File: config.mk
export PLATFORM = sky130hd
export DESIGN_NAME = mtrl_ctrl
export DESIGN_NICKNAME = d
export VERILOG_FILES = /design/src/mtrl_pkg.sv /design/src/mtrl_ctrl.sv
export SDC_FILE = /design/constraint.sdc
export NUM_CORES = 1
export LEC_CHECK = 0
export ABC_AREA = 0
export BUFFER_PORTS_ARGS = -buffer_cell sky130_fd_sc_hd__buf_2
export CORE_AREA = 2 2 39 41
export DETAILED_ROUTE_END_ITERATION = 12
export DIE_AREA = 0 0 41 43
export PLACE_DENSITY = 0.52
export RECOVER_POWER = 25
export SYNTH_ARGS = -nofsm -noshare
export SYNTH_HDL_FRONTEND = slang
export SYNTH_SLANG_ARGS = --single-unit
File: constraint.sdc
create_clock -name clk -period 3 [get_ports clk]
set_clock_uncertainty 0.1 [all_clocks]
set_input_delay 0.6 -clock clk [delete_from_list [all_inputs] [get_ports clk]]
set_output_delay 0.6 -clock clk [all_outputs]
set_load 0.02 [all_outputs]
File: src/mtrl_pkg.sv
// Shared constants and control types for the multibit trie route lookup.
// No dependencies; every other file of the block imports this package.
package mtrl_pkg;

  // Trie geometry
  localparam int NUM_CHUNKS    = 1024;
  localparam int NEXT_HOP_BITS = 8;
  localparam int KEY_W         = 64;
  localparam int TOP_BITS      = 16;
  localparam int TOP_SIZE      = 1 << TOP_BITS;
  localparam int CHUNK_W       = 8;
  localparam int CHUNK_AW      = $clog2(NUM_CHUNKS);
  localparam int LEVEL_AW      = CHUNK_AW + CHUNK_W;
  localparam int LEVEL_SIZE    = NUM_CHUNKS << CHUNK_W;
  localparam int LEVELS        = 7;

  // Field widths
  localparam int KIND_W  = 2;
  localparam int LEVEL_W = 3;
  localparam int INDEX_W = 18;
  localparam int VALUE_W = 11;
  localparam int CHILD_W = VALUE_W;
  localparam int NH_W    = NEXT_HOP_BITS;
  localparam int OUT_NH_W = 8;
  localparam int DEPTH_W = 3;

  localparam logic [OUT_NH_W-1:0] DEFAULT_NH_RESET = 8'd10;

  // Item kinds
  localparam logic [KIND_W-1:0] KIND_LOOKUP   = 2'd0;
  localparam logic [KIND_W-1:0] KIND_WR_NH    = 2'd1;
  localparam logic [KIND_W-1:0] KIND_WR_CHILD = 2'd2;

  typedef struct packed {
    logic clear;   // zero all tables at the sweep address
    logic load;    // latch the incoming item
    logic start;   // set up a new walk
    logic step;    // walk one level
    logic write;   // perform the latched table write
    logic emit;    // load the result register
  } cmd_t;

  typedef struct packed {
    logic clear_last;
    logic walk_done;
  } status_t;

endpackage

File: src/mtrl_ctrl.sv
// Controller FSM: clearing sweep, item dispatch, walk sequencing, result register.
// Depends on mtrl_pkg (cmd_t, status_t, kind codes).
module mtrl_ctrl import mtrl_pkg::*; (
  input  logic              clk,
  input  logic              rst,
  input  logic              req_valid,
  output logic              req_ready,
  input  logic [KIND_W-1:0] req_kind,
  output logic              rsp_valid,
  input  logic              rsp_ready,
  input  status_t           status,
  output cmd_t              cmd
);

  typedef enum logic [2:0] {
    ST_CLEAR,
    ST_IDLE,
    ST_WALK,
    ST_FINISH,
    ST_WRITE
  } state_t;

  state_t state;
  logic   out_valid;
  logic   accept;
  logic   out_free;

  assign req_ready = (state == ST_IDLE);
  assign accept    = req_valid && req_ready;
  assign out_free  = !out_valid || rsp_ready;
  assign rsp_valid = out_valid;

  always_comb begin
    cmd       = '0;
    cmd.clear = (state == ST_CLEAR);
    cmd.load  = accept;
    cmd.start = accept && (req_kind == KIND_LOOKUP);
    cmd.step  = (state == ST_WALK);
    cmd.write = (state == ST_WRITE);
    cmd.emit  = (state == ST_FINISH) && out_free;
  end

  always_ff @(posedge clk) begin
    if (rst) begin
      state     <= ST_CLEAR;
      out_valid <= 1'b0;
    end else begin
      if (cmd.emit) begin
        out_valid <= 1'b1;
      end else if (rsp_ready) begin
        out_valid <= 1'b0;
      end
      unique case (state)
        ST_CLEAR: begin
          if (status.clear_last) state <= ST_IDLE;
        end
        ST_IDLE: begin
          if (accept) begin
            if (req_kind == KIND_LOOKUP) begin
              state <= ST_WALK;
            end else if (req_kind == KIND_WR_NH || req_kind == KIND_WR_CHILD) begin
              state <= ST_WRITE;
            end
          end
        end
        ST_WALK: begin
          if (status.walk_done) state <= ST_FINISH;
        end
        ST_FINISH: begin
          if (out_free) state <= ST_IDLE;
        end
        ST_WRITE: begin
          state <= ST_IDLE;
        end
        default: begin
          state <= ST_IDLE;
        end
      endcase
    end
  end

  a_emit_when_free: assert property (@(posedge clk) disable iff (rst)
    cmd.emit |-> (!out_valid || rsp_ready))
    else $error("result register overwritten while occupied");

  a_done_in_walk: assert property (@(posedge clk) disable iff (rst)
    status.walk_done |-> state == ST_WALK)
    else $error("walk completion outside of walk state");

  a_no_accept_clear: assert property (@(posedge clk) disable iff (rst)
    cmd.clear |-> !req_ready)
    else $error("item accepted during clearing sweep");

  a_finish_emits: assert property (@(posedge clk) disable iff (rst)
    (state == ST_WALK && status.walk_done) |=> (state == ST_FINISH))
    else $error("walk completion not followed by finish");

endmodule

After elaboration in Yosys (flattened, before gate mapping)
Index checks and enable logic that the tools add are counted. W data, S select, Z words.

Eq/ne operators: 11. Mux-type cells: 9. Reduce and logical (&&, ||, !) cells: 10.

Operators by type and width (number): $mux W3 (6); $pmux W3 S4 (1); $eq A3 B2 Y1 const B (2); $ne A2 B2 Y1 const B (3); $reduce_and A5 Y1 (1); $eq A3 B1 Y1 const B (1); $eq A3 B3 Y1 const B (1); $logic_and A1 B1 Y1 (3); $logic_not A3 Y1 (1); $ne A3 B1 Y1 const B (1); $eq A2 B1 Y1 const B (1); $eq A2 B2 Y1 const B (1); $logic_not A2 Y1 (1); $logic_or A1 B1 Y1 (2); $mux W1 (2); $ne A2 B1 Y1 const B (1); $reduce_bool A2 Y1 (1); $logic_not A1 Y1 (1).

Register bits: 4. Bits of input ports: 8. Output and inout bits: 8. Logic and storage cells: 32.

Longest topological paths before layout
Gate-level depths: netlist of the first run.

Depth in word-level cells: 6. Gate-level depth with buffers: 6. Gate-level depth less buffers: 6.

Least setup slack after synthesis of the first run
No wires, ideal clock.

Path kind: register to output. Start point: register state[0]. End point: output cmd[4] (netlist bit). Arrival time: 1220 ps. Required time: 2300 ps. Slack: 1080 ps. Stages on the path, launching flop included: 5. Path buffers: 1. Cells stage by stage: dfxtp_1 nor2b_1 nor2b_4 and2_1 buf_4.

Longest elaborated chain between the ends: 2.

Ends and longest elaborated chain: start: declaration (line mtrl_ctrl.sv:23) `state_t state;`; start signal: assignment (line mtrl_ctrl.sv:45) `state <= ST_CLEAR;`; start signal: assignment (line mtrl_ctrl.sv:55) `if (status.clear_last) state <= ST_IDLE;`; start signal: assignment (line mtrl_ctrl.sv:60) `state <= ST_WALK;`; $eq A3 B1 Y1 (line mtrl_ctrl.sv:28) `assign req_ready = (state == ST_IDLE);`; named net req_ready (line mtrl_ctrl.sv:7) `output logic req_ready,`; $logic_and A1 B1 Y1 (line mtrl_ctrl.sv:29) `assign accept = req_valid && req_ready;`; end: declaration (line mtrl_ctrl.sv:12) `output cmd_t cmd`.

The timed path passes the listed nets, and every way through them passes these cells.

==> metrics.cfg, run 1 <==
[outcome]
outcome = finished clean

[worst_setup_path]
cp-end-kind = output pin
crit_arrival_ns = 1.50
startpoint = state[0]
worstSetupStartpointType = flip-flop
required_ns = 2.30
crit_type = reg -> out
crit_fanout = 6
reg2reg_from = state[1]

[clocking]
cts_sinks = 4
clkTransAtPathRegs_ns = 0.04
root_buffer = clkbuf_4
ctsResizeCount = 0
clk_path_buf_depth = 2
numCtsBuffers = 3
hold_buffers = 0
cts_tree = yes
post_cts_buffers = 0
insertion_delay_ns = 0.24
htreeDepth = 1

[logic_synthesis]
yosysTopAreaCell = dfxtp_1
syn_area_um2 = 302.8
synth_top_area_share_pct = 26.45
netlist_instances = 34
yosysSeqAreaShare_pct = 26.45
synth_common_cells = dfxtp_1, nor2b_1
synthArstFlopShare_pct = 0
ys_dominant_reg_cell = dfxtp_1
synth_area_leaders = dfxtp_1, nor2b_1, mux2i_1
synth_edf_count = 0
syn-num-nets = 43
yosys_warnings = 0
synth_cell_types = 21
synth_seq_cells = 4
syn_area_per_cell_um2 = 8.906

[pwr]
seq_power_share_pct = 35.5
clock_power_share_pct = 39.6
p_switching_w = 0.00004924
p_int_w = 0.0001208
p_leak_nw = 0.2019
ir_worst_vdd_mv = 0.1890
p_sw_share_pct = 28.96
pwr-share-comb_pct = 24.9
p_per_area_mw_per_mm2 = 427.3

[floorplan]
rows = 14
die_area_mm2 = 0.001763
initial_core_util_pct = 21.88
die_w_um = 41
die_h_um = 43
io_pins = 16
coreArea_mm2 = 0.001384

[grt]
antenna_found_initial = 0
grt_pass1_wl_um = 972
grt_pass1_vias = 229
grtUsageTotal_pct = 8.509
grt_max_degree = 13
gr-total-overflow = 0

[sta]
rsz0062_at_grt = false
fmax_ghz = 0.4538
slew_headroom_pct = 58.58
hold_viol = 0
fin_crit_sh_pct = 73.46
setup_ws_ns = 0.7962
tightest_slew_ns = 0.6056
setup_violations = 0
timing.setup.tns_ns = 0
final_max_slew_viol_count = 0
fin_crit_ns = 2.204

[detailed_routing]
antenna_left = 0
routedWlPerCell_um = 10.05
dr.pass1.iters = 2
drt_wl_total_um = 663
drcViolationCount = 0
num_vias = 283
avgViaCountPerCell = 4.288
drt_iter0_drc = 2

[worst_hold_path]
min_from = rst
min_path_type = in -> reg

[job]
maxCapViolations = 0

[placed_design]
post-place-ws_ns = 1.033
gp_congestion = 0.5839
io_buffers = 15
hpwl_um = 511.8

[finish]
multiInputGateArea_um2 = 193.9
diodes = 0
area_growth_pct = 31.41
post-route-util_pct = 28.75
fillCellCount = 160
drive_gt1_share_pct = 38.00
layout.nets = 61
seq_area_um2 = 80.08

==> kinds of logic (layout without fill, tap and decap cells) <==
| group | after synthesis | in the layout | share of synthesized area [%] |
|---|---|---|---|
| AOI/OAI and AO/OA | 4 | 4 | 12.39 |
| adders and majority gates | 1 | 1 | 4.132 |
| buffers and inverters | 4 | 20 | 7.441 |
| DFF | 4 | 4 | 26.45 |
| muxes | 3 | 3 | 11.57 |
| and+or+nand+nor | 18 | 18 | 38.02 |
==> layout by cell type (no fill, tap or decap), drive strengths merged <==
cell type / count
buf: 14
nand2: 2
and2: 1
mux2i: 2
clkbuf: 4
a21oi: 1
inv: 2
nor3b: 2
mux2: 1
dfxtp: 4
nor2b: 5
a2111oi: 1
and4b: 1
nor3: 2
nor2: 2
a21boi: 1
or2b: 1
a221o: 1
ha: 1
and3: 2
==> path summary, 6_finish.rpt <==
check	slack, ns	cells after the start	end
setup / recovery	0.80	4	cmd[4]
hold / removal	0.46	2	rsp_valid
setup reg to reg	1.01	4	state[1]
hold reg to reg	0.49	2	rsp_valid
==> registers in the layout, summed over array words and instances (netlist names) <==
register	flops
state	3
rsp_valid	1
==> power by group through the flow <==
| stage | Combinational [W] | Sequential (W) | Clock [W] |
|---|---|---|---|
| 2_1_floorplan | 0.0000331 | 0.0000598 | 0 |
| 3_3_place_gp | 0.0000437 | 0.0000615 | 0 |
| 3_5_place_dp | 0.0000438 | 0.0000617 | 0 |
| 4_1_cts | 0.0000442 | 0.0000608 | 0.0000711 |
| 5_1_grt | 0.0000465 | 0.0000611 | 0.0000738 |
| 6_report | 0.0000424 | 0.0000603 | 0.0000674 |
==> metrics by stage <==
stage                      power (W)  cells  area (um^2)  hold WS [ns]
final                      0.0001700     66        397.9        0.4606
after floorplan           0.00009292     34        302.8        0.5003
after detailed placement   0.0001055     63        382.9        0.4821
after global placement     0.0001052     63        382.9        0.4913
after global routing       0.0001814     66        397.9        0.4575
after CTS                  0.0001760     66        405.4        0.4518
==> worst max-delay path, cell delays in order (launching register included) <==
cell	delay (ns)
dfxtp_1	0.40
nor2b_1	0.28
nor2b_4	0.23
and2_1	0.18
buf_2	0.17
==> per-layer routing <==
| metal | share of wire (%) | vias to the layer above | GRT usage (%) | wire length [um] |
|---|---|---|---|---|
| li1 | - | 150 | - | - |
| met1 | 47 | 116 | 10.19 | 311 |
| met2 | 38 | 15 | 10.94 | 251 |
| met3 | 14 | 2 | 6.283 | 95 |
| met4 | 0.75 | 0 | 4.000 | 5 |
| met5 | 0 | - | 0 | 0 |
==> area by class of cell <==
cell class | instances | area share [%]
repair buffers | 15 | 18.55
inverters | 2 | 1.887
clock buffers | 3 | 5.660
well taps | 16 | 5.031
multi-input cells | 26 | 48.74
flip-flops and latches | 4 | 20.13
Note: power is estimated with default switching activity, not from simulation.
==> run 2, diff against run 1 <==
--- a/config.mk
+++ b/config.mk
@@ -5,12 +5,12 @@
 export SDC_FILE = /design/constraint.sdc
 export NUM_CORES = 1
 export LEC_CHECK = 0
-export ABC_AREA = 0
+export ABC_AREA = 1
 export BUFFER_PORTS_ARGS = -buffer_cell sky130_fd_sc_hd__buf_2
 export CORE_AREA = 2 2 39 41
 export DETAILED_ROUTE_END_ITERATION = 12
 export DIE_AREA = 0 0 41 43
-export PLACE_DENSITY = 0.52
+export PLACE_DENSITY = 0.54
 export RECOVER_POWER = 25
 export SYNTH_ARGS = -nofsm -noshare
 export SYNTH_HDL_FRONTEND = slang
==> constraint.sdc (replaced) <==
create_clock -name clk -period 2.2 [get_ports clk]
set_clock_uncertainty 0.1 [all_clocks]
set_input_delay 0.44 -clock clk [delete_from_list [all_inputs] [get_ports clk]]
set_output_delay 0.44 -clock clk [all_outputs]
set_load 0.02 [all_outputs]
==> run 2 against run 1 <==
Net effect:
- utilization rose by 1.9 points
- sequential power rose by 130%
- critical endpoint is now cmd[2]
- final cell count rose by 29%
- global-route usage rose by 1.4 points
- power rose to 3.0 times the previous value
==> metrics.cfg, run 2 <==
[worst_setup_path]
crit_fanout = 8  ; +2
cp-end-kind = output pin
crit_type = reg -> out
required_ns = 1.66  ; -0.64 ns
reg2reg_from = state[1]
worstSetupStartpointType = flip-flop
rr_endpoint = state[1]
crit_arrival_ns = 1.31  ; -0.19 ns
r2r_cells = 7  ; +3
r2r_setup_slack_ns = 0.82  ; -0.19 ns

[placed_design]
io_buffers = 15  ; unchanged
gp_congestion = 0.7104  ; +22%
dp_cells = 82  ; +30%
hpwl_um = 531.2  ; +3.8%

[logic_synthesis]
ys_dominant_reg_cell = dfxtp_1
synth_edf_count = 0  ; unchanged
synth_compound_area_share_pct = 3.030  ; -9.4 points
synth_common_cells = nor2_1, inv_1, nand2_1
synth_top_family_by_area = simple AND/OR/NAND/NOR gates
synth_area_leaders = dfxtp_1, nor2_1, inv_1
syn-num-nets = 62  ; +44%
synth_cell_types = 16  ; -24%
syn_area_per_cell_um2 = 6.232  ; -30%
synthArstFlopShare_pct = 0  ; unchanged
syn_area_um2 = 330.3  ; +9.1%
yosys_warnings = 0  ; unchanged
yosys.area_share.simple_pct = 51.89  ; +14 points
synth_top_area_share_pct = 24.24  ; -2.2 points
yosysMostFrequentCell = nor2_1
netlist_instances = 53  ; +56%
yosysTopAreaCell = dfxtp_1
yosysSeqAreaShare_pct = 24.24  ; -2.2 points
synth_seq_cells = 4  ; unchanged
synthAdderAreaFrac_pct = 3.788  ; -0.34 points
synth_mux_area_share_pct = 0  ; -12 points
synth_xor_area_share_pct = 0  ; unchanged

[clocking]
post_cts_buffers = 0  ; unchanged
cts_sinks = 4  ; unchanged
numCtsBuffers = 3  ; unchanged
cts_tree = yes
clkTransAtPathRegs_ns = 0.04  ; about the same
insertion_delay_ns = 0.23  ; about the same
hold_buffers = 0  ; unchanged
root_buffer = clkbuf_4
clk_path_buf_depth = 2  ; unchanged
htreeDepth = 1  ; unchanged
ctsResizeCount = 0  ; unchanged

[grt]
gr-total-overflow = 0  ; unchanged
grtUsageTotal_pct = 9.950  ; +1.4 points
antenna_found_initial = 0  ; unchanged
grt_pass1_vias = 316  ; +38%
grt_pass1_wl_um = 1173  ; +21%
grt_max_degree = 9  ; -4

[finish]
top_register = state
largest_reg_flops = 3  ; unchanged
finalNonFillerCells = 85  ; +29%
final_common_cell = buf_2
drive_gt1_share_pct = 36.23  ; -1.8 points
final_cell_mix = buf_2, nor2_1, inv_1, nand2_1
layout.nets = 80  ; +31%
area_growth_pct = 28.41
fillCellCount = 164  ; +2.5%
diodes = 0  ; unchanged

[sta]
final_max_slew_viol_count = 0  ; unchanged
fin_crit_ns = 1.851
timing.setup.tns_ns = 0  ; unchanged
setup_violations = 0  ; unchanged
hold_viol = 0  ; unchanged
holdWs_ns = 0.3129  ; -0.1477 ns
tightest_slew_ns = 0.2851  ; -0.3205 ns
rsz0062_at_grt = false
fin_crit_sh_pct = 84.13
slew_headroom_pct = 80.85  ; +22 points
fmax_ghz = 0.5403

[floorplan]
io_pins = 16  ; unchanged
coreArea_mm2 = 0.001384  ; unchanged
initial_core_util_pct = 23.87  ; +2.0 points
die_w_um = 41  ; unchanged
rows = 14  ; unchanged
die_h_um = 43  ; unchanged
die_area_mm2 = 0.001763  ; unchanged

[detailed_routing]
avgViaCountPerCell = 4.071  ; -5.1%
drt_wl_total_um = 656  ; -1.1%
drt_iter0_drc = 5  ; +3
drcViolationCount = 0  ; unchanged
antenna_left = 0  ; unchanged
routedWlPerCell_um = 7.718  ; -23%
num_vias = 346  ; +22%
dr.pass1.iters = 2  ; unchanged

[worst_hold_path]
hold_path_end = state[2]
hold_depth = 2  ; unchanged
min_from = rst
min_path_type = in -> reg

[pwr]
p_switching_w = 0.0002576  ; +420%
p_sw_share_pct = 49.91  ; +21 points
seq_power_share_pct = 26.4  ; -9.1 points
clock_power_share_pct = 17.2  ; -22 points
pwr-share-comb_pct = 56.4  ; +31 points
p_leak_nw = 0.2377  ; +18%
power.total_w = 0.0005161  ; +200%
ir_worst_vdd_mv = 0.2798  ; +48%
p_int_w = 0.0002585  ; +110%
p_per_area_mw_per_mm2 = 1217  ; +180%

[outcome]
outcome = finished clean

[job]
maxCapViolations = 0  ; unchanged

==> run 2: final cells by class <==
cell class,instances,area [um^2],area share [%]
clock buffer,3,22.52,5.310
sequential,4,80.08,18.88
tap,16,20.02,4.720
timing repair buffer,15,73.82,17.40
inverter,11,41.29,9.735
multi-input combinational,36,186.4,43.95
==> run 2: metrics by stage <==
step	utilization (%)	instance area (um^2)	setup slack, ns
after global routing	30.65	424.2	0.2665
after floorplan	-	330.3	0.4366
after detailed placement	29.66	410.4	0.5315
after global placement	29.66	410.4	0.5452
final	30.65	424.2	0.3491
after CTS	31.28	432.9	0.3669
==> run 2: metal layers <==
layer | GRT usage [%] | wire (um) | vias to the layer above
li1 | - | - | 195
met1 | 10.97 | 307 | 142
met2 | 14.69 | 316 | 9
met3 | 4.712 | 32 | 0
met4 | 6.000 | 0 | 0
met5 | 0 | 0 | -
==> run 2: how the worst max path moves through the flow <==
stage	from	to	cells past startpoint
final	state[1]	cmd[2]	3
after detailed placement	req_kind[0]	cmd[3]	6
after global placement	req_kind[0]	cmd[3]	6
after floorplan	state[1]	cmd[3]	4
after CTS	state[1]	cmd[2]	3
after global routing	state[1]	cmd[2]	3
==> run 2: power groups by stage <==
stage | logic [W] | clock network, W | registers (W)
detailed placement | 0.000309 | 0 | 0.000137
finish | 0.000291 | 0.0000888 | 0.000136
CTS | 0.000310 | 0.0000903 | 0.000137
floorplan | 0.000270 | 0 | 0.000116
global placement | 0.000307 | 0 | 0.000137
global route | 0.000334 | 0.0000968 | 0.000141
==> run 2: cell families (layout without fill, tap and decap cells) <==
logic type      count (synthesis)  count (layout)
buf+inv                        13              29
compound gates                  2               2
flops                           4               4
fa+ha+maj                       1               1
simple gates                   33              33
==> run 2: worst max-delay path, stage by stage (launching register included) <==
cell     delay, ns
dfxtp_1       0.47
inv_1         0.13
nor3_1        0.25
buf_2         0.23
==> run 3, diff against run 2 <==
--- a/config.mk
+++ b/config.mk
@@ -10,7 +10,7 @@
 export CORE_AREA = 2 2 39 41
 export DETAILED_ROUTE_END_ITERATION = 12
 export DIE_AREA = 0 0 41 43
-export PLACE_DENSITY = 0.54
+export PLACE_DENSITY = 0.56
 export RECOVER_POWER = 25
 export SYNTH_ARGS = -nofsm -noshare
 export SYNTH_HDL_FRONTEND = slang
==> constraint.sdc (replaced) <==
create_clock -name clk -period 1.49 [get_ports clk]
set_clock_uncertainty 0.1 [all_clocks]
set_input_delay 0.298 -clock clk [delete_from_list [all_inputs] [get_ports clk]]
set_output_delay 0.298 -clock clk [all_outputs]
set_load 0.02 [all_outputs]
==> run 3 against run 2 <==
Net effect:
- the run now ends with setup timing left
- die area did not move
- combinational power rose by 76%
- sequential share of layout area rose by 0.33 points
- global-route usage fell by 0.51 points
- first-iteration DRC count fell by 60%
- final cell count rose by 1.2%
- cell area rose by 12%
- register-to-register slack got worse by 0.53 ns
- via count rose by 8.4%
- critical path type unchanged
- critical endpoint is now cmd[3]
==> metrics.cfg, run 3 (synthesis results as in run 2) <==
[outcome]
outcome = finished with violations
violations = setup timing

[detailed_routing]
drt_wl_total_um = 672  ; +2.4%
dr.pass1.iters = 2  ; unchanged
avgViaCountPerCell = 4.360  ; +7.1%
antenna_left = 0  ; unchanged
drt_iter0_drc = 2  ; -3
drcViolationCount = 0  ; unchanged
num_vias = 375  ; +8.4%
routedWlPerCell_um = 7.814  ; +1.2%

[worst_hold_path]
min_path_type = in -> reg
min_from = rst
hold_depth = 2  ; unchanged
hold_path_end = state[2]

[clocking]
post_cts_buffers = 0  ; unchanged
cts_sinks = 4  ; unchanged
clkTransAtPathRegs_ns = 0.04  ; about the same
numCtsBuffers = 3  ; unchanged
cts_tree = yes
root_buffer = clkbuf_4
htreeDepth = 1  ; unchanged
insertion_delay_ns = 0.24  ; about the same
clk_path_buf_depth = 2  ; unchanged

[finish]
top_register = state
layout.nets = 81  ; +1.3%
drive_gt1_share_pct = 48.57  ; +12 points
final_cell_mix = buf_2, inv_1, nor2_1, nand2_1
largest_reg_flops = 3  ; unchanged
diodes = 0  ; unchanged
finalNonFillerCells = 86  ; +1.2%
final_common_cell = buf_2
area_growth_pct = 43.94

[worst_setup_path]
crit_fanout = 7  ; -1
worstSetupStartpointType = flip-flop
path_cells = nor3_4 > nand2_1 > nor2_2 > buf_4
crit_arrival_ns = 1.14  ; -0.17 ns
max_stage_delay_ns = 0.37  ; -0.10 ns
crit_slowest_cell = dfxtp_4
rr_endpoint = state[1]
required_ns = 1.09  ; -0.57 ns
startpoint = state[2]
r2r_cells = 7  ; unchanged
crit_type = reg -> out
r2r_setup_slack_ns = 0.29  ; -0.53 ns
reg2reg_from = state[0]
cp-end-kind = output pin

[sta]
fmax_ghz = 0.6498
final_max_slew_viol_count = 0  ; unchanged
setup_violations = 1  ; +1
fin_crit_sh_pct = 103.3
slew_headroom_pct = 87.69  ; +6.8 points
rsz0062_at_grt = true
fin_crit_ns = 1.539
hold_viol = 0  ; unchanged
setup_ws_ns = -0.04892  ; -0.3980 ns
tightest_slew_ns = 0.1840  ; -0.1011 ns
holdWs_ns = 0.1534  ; -0.1595 ns

[placed_design]
io_buffers = 15  ; unchanged
gp_congestion = 0.7466  ; +5.1%
post-place-ws_ns = 0.07039  ; -0.4611 ns
hpwl_um = 530.1  ; -0.21%
dp_cells = 83  ; +1.2%

[grt]
grt_max_degree = 9  ; unchanged
antenna_found_initial = 0  ; unchanged
grt_pass1_wl_um = 1104  ; -5.9%
grt_pass1_vias = 314  ; -0.63%
grtUsageTotal_pct = 9.438  ; -0.51 points
gr-total-overflow = 0  ; unchanged

[floorplan]
rows = 14  ; unchanged
die_w_um = 41  ; unchanged
coreArea_mm2 = 0.001384  ; unchanged
initial_core_util_pct = 23.87  ; unchanged
io_pins = 16  ; unchanged
die_area_mm2 = 0.001763  ; unchanged
die_h_um = 43  ; unchanged

[pwr]
p_per_area_mw_per_mm2 = 1825  ; +50%
ir_worst_vdd_mv = 0.5322  ; +90%
p_leak_nw = 0.2515  ; +5.8%

[job]
maxCapViolations = 0  ; unchanged

## run 3: layer usage
metal	wire [um]	track usage [%]
met1	283	9.968
met2	341	14.06
met3	32	3.141
met4	15	8.000
met5	0	0
## run 3: report_power, final
| group | switching (W) | total (W) | leakage [nW] | internal [W] |
|---|---|---|---|---|
| logic | 0.000315 | 0.000513 | 0.203 | 0.000198 |
| clock network | 0.0000431 | 0.000133 | 0.0138 | 0.0000900 |
| registers | 0.0000637 | 0.000221 | 0.0348 | 0.000158 |
## run 3: per-stage QoR
step / setup TNS [ns] / total power, W / utilization, % / area, um^2
4_1_cts: -0.06963 / 0.0008612 / 33.82 / 467.9
3_5_place_dp: 0 / 0.0006920 / 30.83 / 426.7
6_report: -0.04892 / 0.0008675 / 34.36 / 475.5
2_1_floorplan: 0 / 0.0005863 / - / 339.1
5_1_grt: -0.2151 / 0.0009364 / 34.36 / 475.5
3_3_place_gp: 0 / 0.0006944 / 30.83 / 426.7
## run 3: what timing repair did
item,CTS,global route
gates resized for setup,8,3
endpoints found under the setup margin,6,5
endpoints found under the hold margin,0,0
pin swaps,0,1
hold buffers,0,0
## run 3: how the worst max path moves through the flow
stage	slack, ns	depth (start not counted)	to
after floorplan	0.03	7	state[1]
final	-0.05	4	cmd[3]
after global placement	0.08	3	cmd[2]
after detailed placement	0.07	3	cmd[2]
after global routing	-0.13	4	cmd[3]
after CTS	-0.05	4	cmd[3]
## run 3: layout make-up
type,instances,area (um^2)
inverter,11,41.29
timing repair buffer,16,90.09
tap,16,20.02
fill,159,908.4
sequential,4,91.34
clock buffer,3,22.52
multi-input combinational,36,210.2
## run 3: critical path, delay by kind of cell (launching register included)
family,cells,cell delay (ns)
and+or+nand+nor,3,0.40
DFF,1,0.37
buffers and inverters,1,0.14
